### config.mk
export PLATFORM = sky130hd
export DESIGN_NAME = pcc_front
export DESIGN_NICKNAME = d
export VERILOG_FILES = /design/src/sv/pcc_pkg.sv /design/src/sv/pcc_front.sv
export SDC_FILE = /design/constraint.sdc
export NUM_CORES = 1
export LEC_CHECK = 0
export ABC_CLOCK_PERIOD_IN_PS = 7500
export BUFFER_PORTS_ARGS = -buffer_cell sky130_fd_sc_hd__buf_2
export CAP_MARGIN = 20
export CORE_ASPECT_RATIO = 0.7
export CORE_UTILIZATION = 46
export DETAILED_ROUTE_END_ITERATION = 10
export PLACE_DENSITY = 0.8
export SETUP_SLACK_MARGIN = 0.02
export SLEW_MARGIN = 10
export SYNTH_ARGS = -nofsm -noshare
export SYNTH_HDL_FRONTEND = slang
export SYNTH_SLANG_ARGS = --single-unit
export TNS_END_PERCENT = 10
### constraint.sdc
create_clock -name vclk -period 7.5
set_clock_uncertainty 0.05 [all_clocks]
set_input_delay 0.75 -clock vclk [all_inputs]
set_output_delay 0.75 -clock vclk [all_outputs]
set_load 0.1 [all_outputs]
### src/sv/pcc_pkg.sv
`timescale 1ns / 1ps
`default_nettype none

package pcc_pkg;

  // Field widths.
  localparam int BIN_W   = 6;
  localparam int CNT_W   = 48;
  localparam int OBJ_W   = 25;
  localparam int NORM_W  = 48;
  localparam int SHELL_W = 14;
  localparam int CORR_W  = 32;
  localparam int ERR_W   = 31;

  // Square root of the count in Q.8: the radicand is the count shifted up by 16.
  localparam int RAD_W     = CNT_W + 16;
  localparam int ROOT_W    = RAD_W / 2;
  localparam int SQREM_W   = ROOT_W + 3;
  localparam int SQ_STAGES = ROOT_W;

  // Products and divider steps.
  localparam int PROD_W    = CNT_W + NORM_W;
  localparam int EPROD_W   = NORM_W + ROOT_W;
  localparam int HALF_W    = NORM_W / 2;
  localparam int DIV_STEPS = CORR_W;

  // The correlation quotient saturates at 2^31-1 plus one in Q15.16.
  localparam logic [CORR_W:0]   CORR_LIMIT  = 33'h0_8000_FFFF;
  localparam logic [CORR_W-1:0] CORR_OFFSET = 32'h0001_0000;
  localparam logic [ERR_W-1:0]  ERR_SAT     = 31'h7FFF_FFFF;

  // Configuration register indexes.
  localparam int CFG_IDX_W = 1;
  typedef enum logic [CFG_IDX_W-1:0] {
    REG_OBJECT_COUNT = 1'b0,
    REG_SHELL_NORM   = 1'b1
  } cfg_reg_t;

  // One classified bin as it travels from the front end to the back end.
  typedef struct packed {
    logic [BIN_W-1:0]   bin;
    logic [CNT_W-1:0]   cnt;
    logic [SHELL_W-1:0] shell;
    logic               clamped;
    logic               zero;
  } bin_item_t;

  // Shell factor 3i^2+3i+1 of a linear radial bin.
  function automatic logic [SHELL_W-1:0] shell_factor(input logic [BIN_W-1:0] b);
    logic [SHELL_W-1:0] bb;
    bb = {{(SHELL_W-BIN_W){1'b0}}, b};
    return SHELL_W'(3 * bb * bb + 3 * bb + 1);
  endfunction

endpackage

`default_nettype wire

### src/sv/pcc_front.sv
`timescale 1ns / 1ps
`default_nettype none

module pcc_front import pcc_pkg::*; (
  input  logic [BIN_W-1:0] bin_index,
  input  logic [CNT_W-1:0] pair_count,
  input  logic [OBJ_W-1:0] object_count,
  output bin_item_t        item
);

  logic [CNT_W-1:0] oc_ext;
  logic             below;

  // Remove self pairs from bin zero, clamp at zero, and look up the shell factor.
  always_comb begin
    oc_ext       = {{(CNT_W-OBJ_W){1'b0}}, object_count};
    below        = (bin_index == '0) && (pair_count < oc_ext);
    item.bin     = bin_index;
    item.shell   = shell_factor(bin_index);
    item.clamped = below;
    if (bin_index != '0) begin
      item.cnt = pair_count;
    end else if (below) begin
      item.cnt = '0;
    end else begin
      item.cnt = pair_count - oc_ext;
    end
    item.zero = (item.cnt == '0);
  end

endmodule

`default_nettype wire

Word level (Yosys, flattened, before mapping)
Index checks and enable logic that the tools add are counted.
Widths: inputs -> output; s select.

cells by class
  add/sub/neg operators = 3
  $mul = 2
  $lt $le $gt $ge = 1
  multiplexer cells = 2
  reductions and logical operators = 4

operator list
  cell                   number
  $mux 48                2
  $logic_not 48->1       1
  $lt 48x25->1           1
  $sub 48x25->48         1
  $add 14x1->14 const B  1
  $add 14x8->14          1
  $mul 8x6->14           1
  $mul 2x6->8 const A    1
  $logic_not 6->1        1
  $reduce_bool 6->1      1
  $logic_and 1x1->1      1

word-level totals
  flip-flop bits (word level) = 0

Depth between registers and ports, before layout
  depth after elaboration = 5
  gate-level depth with buffers = 25
  gate-level depth less buffers = 25

Least setup slack after synthesis
Ideal clock, no wire load.

  kind = input to output
  start point = input port bin_index[0]
  end point = output port item[15] in the netlist's numbering
  data arrival time = 6.922 ns
  required time = 6.700 ns
  slack = -0.222 ns
  stages = 25
  buffers on the path = 0
  cell sequence = ha_1 > inv_1 > fa_1 > inv_1 > a21oi_1 > o21bai_1 > xor2_1 > and2_1 > fa_1 > inv_1 > fa_1 > inv_1 > fa_1 > fa_1 > ha_1 > inv_1 > o21bai_1 > a21oi_1 > nor2b_1 > o21a_1 > nor3_1 > nor2_1 > nor4_1 > nor3_1 > xnor2_1

RTL lines
  what             RTL line        source
  start, declared  pcc_front.sv:5  input logic [BIN_W-1:0] bin_index,
  end, declared    pcc_front.sv:8  output bin_item_t item

==> run summary <==
status: completed
DRC: 0
Seq/Total Area, Yosys: 0%
crit end category: output pin
Synth area leaders: ha_1 18%, fa_1 13%, xnor2_1 7.1%
# clk buffers: 0
gpl congestion: 0.911
Worst path slowest cell: fa_1
DR vias: 5257
slowest stage delay, CP: 560 ps
share of Yosys cell area claimed by the top area cell type: 18.3%
Syn Inst Count: 664
Worst Min Path Start: bin_index[2]
Hold Crit Depth: 2
# IOs: 149
clock power share: 0%
die area: 10700 sq um
Total Routing Usage GR: 28.2%
register area: 0 sq um
Std-Cell Rows: 30
layout cells sized above 1: 22.2%
Final Hold Fails: 0
Cell Area, Synth: 4710 sq um
startpoint types: input port
Achievable Freq: 0.139 GHz
Starting Density: 47.9%
sw frac: 77.2%
crit path max fanout: 9
Ys Warns: 0
Max-slew headroom: 48.1%
wire per inst: 16.6 microns
cell internal pwr: 530 uW
Avg Cell Area, Syn: 7.10 sq um
Hold EP: item[66]
Slew Limit Fails: 0
Psw: 1790 uW
combinational power share: 100.0%
Final #Nets: 969
critical path arrival: 6410 ps
initial antenna violation count: 0
Final Cycle Share: 96.2%
cell taking the most area after synthesis: ha_1
PortBufs: 148
vias in the first global route: 4715
fin crit period: 7210 ps
die extent in x: 123 microns
crit path kind: in -> out
diode count: 0
total grt overflow: 0
Final HPWL DP: 13000 microns
core area: 9830 sq um
Leakage: 0.00280 uW
worst slew pin tran: 768 ps
delay-heaviest family, CP: adder cells
total wire length: 15200 microns
Area Overhead vs Synth: 18.1%
post-cts hold buffer count: 0
# fillers: 1008
Via density: 5.73
net count after synthesis: 842
first-pass GRT wire length: 24000 microns
Final setup violation count: 0
sequential share of power: 0%
drt first pass iters: 5
pwr/cell area: 417 nW/um^2
worst path bufs/invs: 7
worst vdd ir: 2480 uV
Die Y: 86.7 microns
Max-Cap Viols: 0
Seq cells: 0
TNS Setup: 0 ps
Cell variety after synth: 65
RSZ-0062 raised after global routing: no
largest net degree at the start of global routing: 35
Iter 0 DRT Violations: 462
Post-DP Area: 5530 sq um
Crit path required time: 6700 ps
hold crit path type: in -> out
design area: 5560 sq um
antenna viol nets, final: 0
-- metrics by stage --
stage                     hold slack [ps]  instances  setup WS (ps)  utilization (%)  power, uW
after floorplan                      1660        664          -94.4                -       1890
after global placement               1910        917            337             56.3       2280
after detailed placement             1920        917            182             56.3       2300
after CTS                            1910        917            154             56.3       2310
after global routing                 1920        917           46.7             56.6       2450
final                                1910        917            287             56.6       2320
-- synthesized netlist by cell type, types with 6 or more instances --
library cell / count
a21o_1: 19
a21oi_1: 47
a22o_1: 13
a31oi_1: 7
and2_1: 24
buf_4: 8
clkbuf_1: 20
fa_1: 30
ha_1: 69
inv_1: 72
nand2_1: 62
nand2b_1: 8
nand3_1: 11
nand4_1: 7
nor2_1: 62
nor3_1: 28
nor4_1: 18
o211ai_1: 7
o21ai_0: 17
o21bai_1: 6
or3_1: 8
or4_1: 7
xnor2_1: 38
xor2_1: 14
-- how the worst max path moves through the flow --
stage	depth (start not counted)	from	slack (ps)	endpoint
floorplan	24	bin_index[0]	-90	item[14]
global placement	27	bin_index[1]	340	item[15]
detailed placement	27	bin_index[1]	180	item[15]
CTS	27	bin_index[1]	150	item[15]
global route	26	bin_index[1]	50	item[14]
finish	26	bin_index[1]	290	item[14]
-- power groups by stage --
stage          clock network [uW]  logic (uW)  registers [uW]
3_5_place_dp                    0        2300               0
3_3_place_gp                    0        2280               0
4_1_cts                         0        2310               0
2_1_floorplan                   0        1890               0
5_1_grt                         0        2450               0
6_report                        0        2320               0
-- routing by layer --
metal | vias up | wire (microns) | GRT usage [%]
met3 | 4 | 1360 | 3.42
li1 | 2579 | - | -
met2 | 259 | 6190 | 41.6
met1 | 2415 | 7600 | 44.8
met5 | - | 0 | 0
met4 | 0 | 48 | 1.53
-- area by class of cell --
type | count | area, sq um | area share, %
multi-input combinational | 563 | 4330 | 77.8
timing repair buffer | 154 | 807 | 14.5
inverter | 72 | 270 | 4.86
tap | 128 | 160 | 2.88
-- cells by family (layout without fill, tap and decap cells) --
group | Yosys count | count (layout) | share of synthesized area, %
AO/OA/AOI/OAI | 153 | 153 | 21.7
XOR/XNOR | 52 | 52 | 9.67
adder cells (fa/ha/maj) | 99 | 99 | 31.1
buffers and inverters | 101 | 226 | 8.84
multiplexers | 3 | 3 | 0.690
other | 1 | 1 | 0.0796
AND/OR/NAND/NOR | 255 | 255 | 27.9
-- layout by cell type (no fill, tap or decap), types with 4 or more instances in the layout --
master    instances
ha_1             69
o21bai_1          5
buf_4             6
nor2_1           62
a22o_1           13
a21oi_1          46
or4_1             7
nor3_1           28
inv_1            72
nand2b_1          8
xor2_1           13
o31ai_1           4
nand4_1           7
buf_2           146
o211ai_1          7
fa_1             30
nor4_1           18
a31oi_1           7
o21ai_0          17
nand2_1          62
or3_1             8
xnor2_1          36
and2_1           24
nand3_1          11
a21o_1           19
-- what timing repair did --
action / CTS / global route
setup buffers: 0 / 0
setup endpoints to repair: 0 / 3
resized for setup: 0 / 7
(Power assumes the default switching activity.)
