$ cat src/sv/pcc_pkg.sv
`timescale 1ns / 1ps
`default_nettype none

package pcc_pkg;

  // Field widths.
  localparam int BIN_W   = 6;
  localparam int CNT_W   = 48;
  localparam int OBJ_W   = 25;
  localparam int NORM_W  = 48;
  localparam int SHELL_W = 14;
  localparam int CORR_W  = 32;
  localparam int ERR_W   = 31;

  // Square root of the count in Q.8: the radicand is the count shifted up by 16.
  localparam int RAD_W     = CNT_W + 16;
  localparam int ROOT_W    = RAD_W / 2;
  localparam int SQREM_W   = ROOT_W + 3;
  localparam int SQ_STAGES = ROOT_W;

  // Products and divider steps.
  localparam int PROD_W    = CNT_W + NORM_W;
  localparam int EPROD_W   = NORM_W + ROOT_W;
  localparam int HALF_W    = NORM_W / 2;
  localparam int DIV_STEPS = CORR_W;

  // The correlation quotient saturates at 2^31-1 plus one in Q15.16.
  localparam logic [CORR_W:0]   CORR_LIMIT  = 33'h0_8000_FFFF;
  localparam logic [CORR_W-1:0] CORR_OFFSET = 32'h0001_0000;
  localparam logic [ERR_W-1:0]  ERR_SAT     = 31'h7FFF_FFFF;

  // Configuration register indexes.
  localparam int CFG_IDX_W = 1;
  typedef enum logic [CFG_IDX_W-1:0] {
    REG_OBJECT_COUNT = 1'b0,
    REG_SHELL_NORM   = 1'b1
  } cfg_reg_t;

  // One classified bin as it travels from the front end to the back end.
  typedef struct packed {
    logic [BIN_W-1:0]   bin;
    logic [CNT_W-1:0]   cnt;
    logic [SHELL_W-1:0] shell;
    logic               clamped;
    logic               zero;
  } bin_item_t;

  // Shell factor 3i^2+3i+1 of a linear radial bin.
  function automatic logic [SHELL_W-1:0] shell_factor(input logic [BIN_W-1:0] b);
    logic [SHELL_W-1:0] bb;
    bb = {{(SHELL_W-BIN_W){1'b0}}, b};
    return SHELL_W'(3 * bb * bb + 3 * bb + 1);
  endfunction

endpackage

`default_nettype wire

$ cat src/sv/pcc_queue.sv
`timescale 1ns / 1ps
`default_nettype none

module pcc_queue import pcc_pkg::*; #(
  parameter int DEPTH = 4
) (
  input  logic      clk,
  input  logic      rst_n,
  input  logic      push,
  input  bin_item_t push_item,
  output logic      full,
  input  logic      pop,
  output logic      empty,
  output bin_item_t head
);

  localparam int AW = (DEPTH > 1) ? $clog2(DEPTH) : 1;

  bin_item_t        mem [DEPTH];
  logic [AW-1:0]    wr_ptr_r, wr_ptr_nxt;
  logic [AW-1:0]    rd_ptr_r, rd_ptr_nxt;
  logic [AW:0]      count_r, count_nxt;

  assign full  = (count_r == (AW+1)'(DEPTH));
  assign empty = (count_r == '0);
  assign head  = mem[rd_ptr_r];

  // Pointer wrap and fill count.
  always_comb begin
    wr_ptr_nxt = wr_ptr_r;
    rd_ptr_nxt = rd_ptr_r;
    count_nxt  = count_r;
    if (push) begin
      wr_ptr_nxt = (wr_ptr_r == AW'(DEPTH-1)) ? '0 : wr_ptr_r + 1'b1;
    end
    if (pop) begin
      rd_ptr_nxt = (rd_ptr_r == AW'(DEPTH-1)) ? '0 : rd_ptr_r + 1'b1;
    end
    if (push && !pop) begin
      count_nxt = count_r + 1'b1;
    end else if (pop && !push) begin
      count_nxt = count_r - 1'b1;
    end
  end

  always_ff @(posedge clk) begin
    if (!rst_n) begin
      wr_ptr_r <= '0;
      rd_ptr_r <= '0;
      count_r  <= '0;
    end else begin
      wr_ptr_r <= wr_ptr_nxt;
      rd_ptr_r <= rd_ptr_nxt;
      count_r  <= count_nxt;
    end
  end

  // Storage write.
  always_ff @(posedge clk) begin
    if (push) begin
      mem[wr_ptr_r] <= push_item;
    end
  end

endmodule

`default_nettype wire

$ cat config.mk
export PLATFORM = sky130hd
export DESIGN_NAME = pcc_queue
export DESIGN_NICKNAME = d
export VERILOG_FILES = /design/src/sv/pcc_pkg.sv /design/src/sv/pcc_queue.sv
export SDC_FILE = /design/constraint.sdc
export NUM_CORES = 1
export LEC_CHECK = 0
export ABC_AREA = 1
export BUFFER_PORTS_ARGS = -buffer_cell sky130_fd_sc_hd__buf_2
export CAP_MARGIN = 20
export CORE_MARGIN = 2
export CORE_UTILIZATION = 25
export DETAILED_ROUTE_END_ITERATION = 8
export PLACE_DENSITY = 0.45
export SLEW_MARGIN = 15
export SYNTH_ARGS = -nofsm -noshare
export SYNTH_HDL_FRONTEND = slang
export SYNTH_SLANG_ARGS = --single-unit
$ cat constraint.sdc
create_clock -name clk -period 7.3 [get_ports clk]
set_input_delay 0.73 -clock clk [delete_from_list [all_inputs] [get_ports clk]]
set_output_delay 0.73 -clock clk [all_outputs]
set_load 0.02 [all_outputs]
# Word level (Yosys, flattened, before mapping)
# Memories as Yosys holds them, arrays and structs flattened. A register that Yosys moved wholly into a read port is not among the register bits.
# Cells that the tools add are included.
[totals]
input_bits = 74
output_inout_bits = 72
ramBits = 280
reg_bits = 7
mem_count = 1
[mem_list]
columns = ["memory", "depth", "width", "rd", "rd_ports_with_merged_regs", "wr", "line_no", "source"]
rows = [
  ["mem", 4, 70, 1, 1, 1, "pcc_queue.sv:19", "bin_item_t mem [DEPTH];"],
]
[classes]
n_mux = 8
addsub = 4
eq_ne = 3
reduce_logical = 6
[ops]
columns = ["operator", "n"]
rows = [
  ["two-way mux 2 bit", 4],
  ["two-way mux 3 bit", 2],
  ["adder 2 x 1 -> 2 bit, second input constant", 2],
  ["equality test 2 bit, second input constant", 2],
  ["adder 3 x 1 -> 3 bit, second input constant", 1],
  ["equality test 3 bit, second input constant", 1],
  ["logical NOT 3 bit", 1],
  ["subtractor 3 x 1 -> 3 bit, second input constant", 1],
  ["logical AND 1 bit", 2],
  ["logical NOT 1 bit", 2],
  ["two-way mux 1 bit", 2],
  ["nonzero test 2 bit", 1],
]

# Logic depth before layout (Yosys ltp)
# Gate-level depths: netlist of run 1.
[depth]
ltp_word = 4
mapped_depth = 10
mapped_depth_nobuf = 10

# Least setup slack after synthesis of run 1
# No wires, ideal clock.
[synth_timing]
path_type = "in2reg"
from = "input push"
to = "memory mem[3][0] (netlist name) (enable)"
slack_ns = 4.751
stages = 2
t_required_ns = 6.876
t_arrival_ns = 2.125
path_cell_list = "nand2_1 inv_1"
[synth_between]
elab_chain_cells = 2
[synth_rtl]
columns = ["element", "line_no", "source"]
rows = [
  ["from (decl)", "pcc_queue.sv:9", "input logic push,"],
  ["two-way mux 1 bit", "pcc_queue.sv:60", "if (push) begin"],
  ["two-way mux 1 bit (implied by the code)", "pcc_queue.sv:61", "mem[wr_ptr_r] <= push_item;"],
  ["to (decl)", "pcc_queue.sv:19", ""],
]
# Every way passes these cells.

==> impl_metrics.tcl, run 1 <==
set metrics [dict create \
    status "completed" \
    drc_errors 0 \
    worstSetupEndpointType "output pin" \
    gp_congestion 0.6725 \
    row_count 78 \
    dp_hpwl_um 14250 \
    syn_to_final_growth_pct 19.91 \
    cts_max_path_buffers 3 \
    io_buffers 145 \
    synth_xor_xnor_area_share_pct 0.07678 \
    powerDensity_nw_per_um2 286.7 \
    post_cts_resized 0 \
    clk_pin_slew_ns 0.06 \
    hold_viol_final 0 \
    final_cell_mix "edfxtp_1 (280), buf_2 (145), o21ai_0 (113), nor2_1 (108)" \
    tightest_slew_ns 0.8977 \
    drtAntennaViolNets 0 \
    synth_area_um2 11410 \
    layout_min_cycle_time_ns 3.824 \
    crit_path_top_delay_cell "buf_4" \
    hold_buffers 0 \
    cts_htree_levels 2 \
    crit_buf_inv 3 \
    fin_setup_tns_ns 0 \
    fmax_mhz 261.5 \
    ys_ff_latch 289 \
    maxCapViolations 0 \
    utilization_pct 30.27 \
    synth_top_family_by_area "compound AO/OA/AOI/OAI gates" \
    die_area_um2 47350 \
    vias 6397 \
    wl_per_cell_um 17.38 \
    die_w_um 217.6 \
    viasPerCell 4.256 \
    core_um2 45190 \
    path_class "reg -> out" \
    layout_commonest_cell "edfxtp_1" \
    globalRouteOverflowTotal 0 \
    worstSetupStartpointType "register" \
    layout.nets 962 \
    root_buffer "clkbuf_16" \
    drv_slew 0 \
    cts_made_buffers 34 \
    slew-limit-headroom_pct 40.16 \
    synth_area_leader_cell "edfxtp_1" \
    peakVddDrop_mv 0.1729 \
    hold_path.class "in -> reg" \
    worst_ep_arrival_time_ns 3.09 \
    drt_iter0_markers 252 \
    synthTopCellsByArea "edfxtp_1 (74%), o21ai_0 (5.0%), o22ai_2 (4.4%), nor2_4 (3.9%), nor2_1 (3.6%)" \
    synth-simple-area-share_pct 8.040 \
    synth_top_area_share_pct 73.71 \
    insertion_delay_ns 0.54 \
    muxShareOfSynthArea_pct 0 \
    grt_start_max_net_pins 75 \
    totalWireLength_um 26120 \
    fp.dieH_um 217.6 \
    ys.warnings.count 0 \
    antenna_found_initial 1 \
    grt_pass1_vias 6659 \
    required_ns 6.57 \
    yosysSeqAreaShare_pct 75.29 \
    finalCritPeriodShare_pct 52.39 \
    io_pins 146 \
    grt_usage_pct 11.08 \
    synthAdderAreaFrac_pct 0.8336 \
    grt_first_pass_wirelength_um 39250 \
    antenna_cells 0 \
    drive_above_1_share_pct 31.78 \
    static-leakage-power_nw 4.619 \
    ys_types 22 \
    skew_ns 0.01257 \
    rsz0062_at_grt "no" \
    setup-violations-final 0 \
    slowest_delay_ns 0.77 \
    post_cts_buffers 0 \
    cts_sinks 289 \
    syn_nets 816 \
    crit_chain "inv_6 > buf_4 > nor2_1 > o22ai_1 > buf_2" \
    cts_tree "done" \
    initial_utilization_pct 25.25 \
    syn_inst 735 \
    firstDrtPassIters 4 \
    cp_top_family "buffers and inverters" \
    avgSynthCellArea_um2 15.52 \
    synth_compound_area_share_pct 12.44 \
    cp_max_fo 68 \
]
## metrics by stage
step                instances  hold WS [ns]  worst slack (ns)  cell area (µm²)  power (mW)
CTS                      1503        0.3555             3.288            13680       4.005
detailed placement       1445        0.5226             3.884            12650       2.397
finish                   1503        0.4055             3.476            13680       3.922
global route             1503        0.3672             3.147            13680       4.093
global placement         1445        0.5238             3.899            12650       2.394
floorplan                 735        0.4897             4.751            11410       2.239
## cell families (layout without fill, tap and decap cells)
family | count (synthesis) | after routing
DFF | 289 | 289
buffers and inverters | 60 | 228
xor gates and xnor gates | 1 | 1
and+or+nand+nor | 162 | 162
AOI/OAI and AO/OA | 216 | 216
adders and majority gates | 7 | 7
## sequential cells by signal, summed over array words and instances, names as in the netlist, named ones only
register,flops
mem,280
count_r,3
rd_ptr_r,2
wr_ptr_r,2
## worst paths after layout
check | from | to | slack, ns | cells past startpoint
worst max-delay path | register | head[28] | 3.48 | 5
worst min-delay path | push_item[49] | mem[1][49] | 0.41 | 1
worst max register to register | wr_ptr_r[0] | mem[0][17] | 4.99 | 5
worst min register to register | wr_ptr_r[1] | wr_ptr_r[1] | 0.52 | 2
## cells in the mapped netlist, drive strengths merged
library cell / number
dfxtp: 9
inv: 16
nor3: 4
o22ai: 70
ha: 6
fa: 1
nor2: 148
edfxtp: 280
clkbuf: 20
o21ai: 143
nand4: 1
nand3: 1
buf: 24
nand2: 8
xor2: 1
a21oi: 3
## metal layers
metal	global-route usage (%)	share of wire, %
met5	0	0.061
met4	3.447	2.1
met3	3.570	5.5
met2	17.99	47
met1	14.01	45
## report_power, final
group          switching, mW  total (mW)  internal, mW
registers             0.0328        1.93          1.90
logic                  0.289       0.418         0.129
clock network          0.648        1.57         0.926
total                  0.970        3.92          2.95
## final cells by class
class                   count  area, µm²
fillers                  4556      31510
flip-flops and latches    289       8593
multi-input cells         386       2440
clock buffers              39      869.6
repair buffers            154      793.3
well taps                 600      750.7
clock inverters            19      161.4
inverters                  16      70.07
No activity file was read; power rests on OpenSTA's default activity.
==> run 2: changes to the inputs <==
Clock period 7.3 ns to 3.9 ns, I/O delays scaled along.
==> impl_metrics.tcl, run 2 (same netlist as run 1, synthesis figures left out) <==
set metrics [dict create \
    viasPerCell 4.241 \
    met2_usage_pct 17.21 \
    antenna_cells 0 \
    grt_util_met1_pct 15.36 \
    grt_start_max_net_pins 73 \
    largest_registers "mem: 280 flops, count_r: 3 flops" \
    crit_buf_inv 3 \
    hold_buffers 0 \
    post_cts_resized 0 \
    drt_iter0_markers 327 \
    initial_utilization_pct 25.25 \
    cts_sinks 289 \
    crit_path_top_delay_cell "inv_6" \
    antenna_found_initial 0 \
    final_cell_mix "edfxtp_1 (280), buf_2 (145), o21ai_0 (113), nor2_1 (108)" \
    drv_slew 0 \
    dp_hpwl_um 14750 \
    place_area_um2 12750 \
    skew_ns 0.01027 \
    grt_util_met3_pct 2.580 \
    grt_pass1_vias 6427 \
    worstSetupEndpointType "output pin" \
    cts_made_buffers 34 \
    firstDrtPassIters 4 \
    totalWireLength_um 26350 \
    hold_viol_final 0 \
    core_um2 45190 \
    rsz0062_at_grt "no" \
    row_count 78 \
    rr_startpoint "wr_ptr_r[0]" \
    fmax_mhz 367.9 \
    layout_min_cycle_time_ns 2.718 \
    post_cts_buffers 0 \
    fillerInstances 4480 \
    die_area_um2 47350 \
    layout_commonest_cell "edfxtp_1" \
    root_buffer "clkbuf_16" \
    io_buffers 145 \
    gp_congestion 0.6950 \
    placed_cells 1452 \
    worstSetupStartpointType "register" \
    instances_no_fill 1513 \
    tightest_slew_ns 0.8878 \
    setup-violations-final 0 \
    dp_slack_ns 1.694 \
    status "completed" \
    drtAntennaViolNets 0 \
    final_area_um2 13820 \
    required_ns 3.51 \
    grt_first_pass_wirelength_um 39690 \
    min_from "push_item[55]" \
    die_w_um 217.6 \
    cts_tree "done" \
    drive_above_1_share_pct 31.87 \
    io_pins 146 \
    finalCritPeriodShare_pct 69.69 \
    fin_setup_tns_ns 0 \
    globalRouteOverflowTotal 0 \
    totalPowerFinal_mw 7.449 \
    cp_max_fo 64 \
    setup_ws_ns 1.182 \
    grt_busiest_layer "met2" \
    clk_pin_slew_ns 0.06 \
    slowest_delay_ns 0.39 \
    fin_hold_ws_ns 0.07116 \
    slew-limit-headroom_pct 40.81 \
    maxCapViolations 0 \
    wl_per_cell_um 17.41 \
    drc_errors 0 \
    hold_path.class "in -> reg" \
    cts_max_path_buffers 3 \
    path_class "reg -> out" \
    fp.dieH_um 217.6 \
    insertion_delay_ns 0.52 \
    worst_ep_arrival_time_ns 2.33 \
    powerDensity_nw_per_um2 538.8 \
    vias 6416 \
    crit_chain "inv_6 > buf_12 > o21ai_0 > o22ai_2 > buf_2" \
    layout.nets 969 \
    syn_to_final_growth_pct 21.18 \
    largest_reg_flops 280 \
    static-leakage-power_nw 4.694 \
    cp_top_family "buffers and inverters" \
    peakVddDrop_mv 0.3906 \
    cts_htree_levels 2 \
    regMostFlops "mem" \
    grt_usage_pct 11.21 \
    utilization_pct 30.59 \
]
-- run 2: cell count changes in the layout (fill, tap and decap cells not counted), moves of 3 or more --
cell       before  now
buf_12          0    4
buf_4           9   12
clkbuf_16      34   38
clkbuf_1        5   12
-- run 2: power breakdown --
group          switching [mW]  total, mW  internal [mW]
Clock                    1.20       3.04           1.84
Combinational           0.576      0.829          0.253
Sequential             0.0347       3.58           3.55
-- run 2: worst paths after layout --
| kind | cells past startpoint | slack, ns | end |
|---|---|---|---|
| setup / recovery | 5 | 1.18 | head[4] |
| hold / removal | 1 | 0.07 | mem[0][55] |
| setup reg to reg | 4 | 1.83 | mem[3][18] |
| hold reg to reg | 2 | 0.53 | wr_ptr_r[1] |
-- run 2: layer usage --
metal  wire (µm)  part of all wire, %
met5           0                    0
met1       12730                   48
met3        1292                  4.9
met4         615                  2.3
met2       11710                   44
-- run 2: area by class of cell --
| cell class | instances | area [µm²] | share of cell area [%] |
|---|---|---|---|
| Sequential cell | 289 | 8593 | 62.16 |
| Clock inverter | 11 | 77.57 | 0.5612 |
| Multi-Input combinational cell | 386 | 2440 | 17.65 |
| Tap cell | 600 | 750.7 | 5.431 |
| Clock buffer | 50 | 996.0 | 7.205 |
| Inverter | 16 | 70.07 | 0.5069 |
| Timing Repair Buffer | 161 | 895.9 | 6.481 |
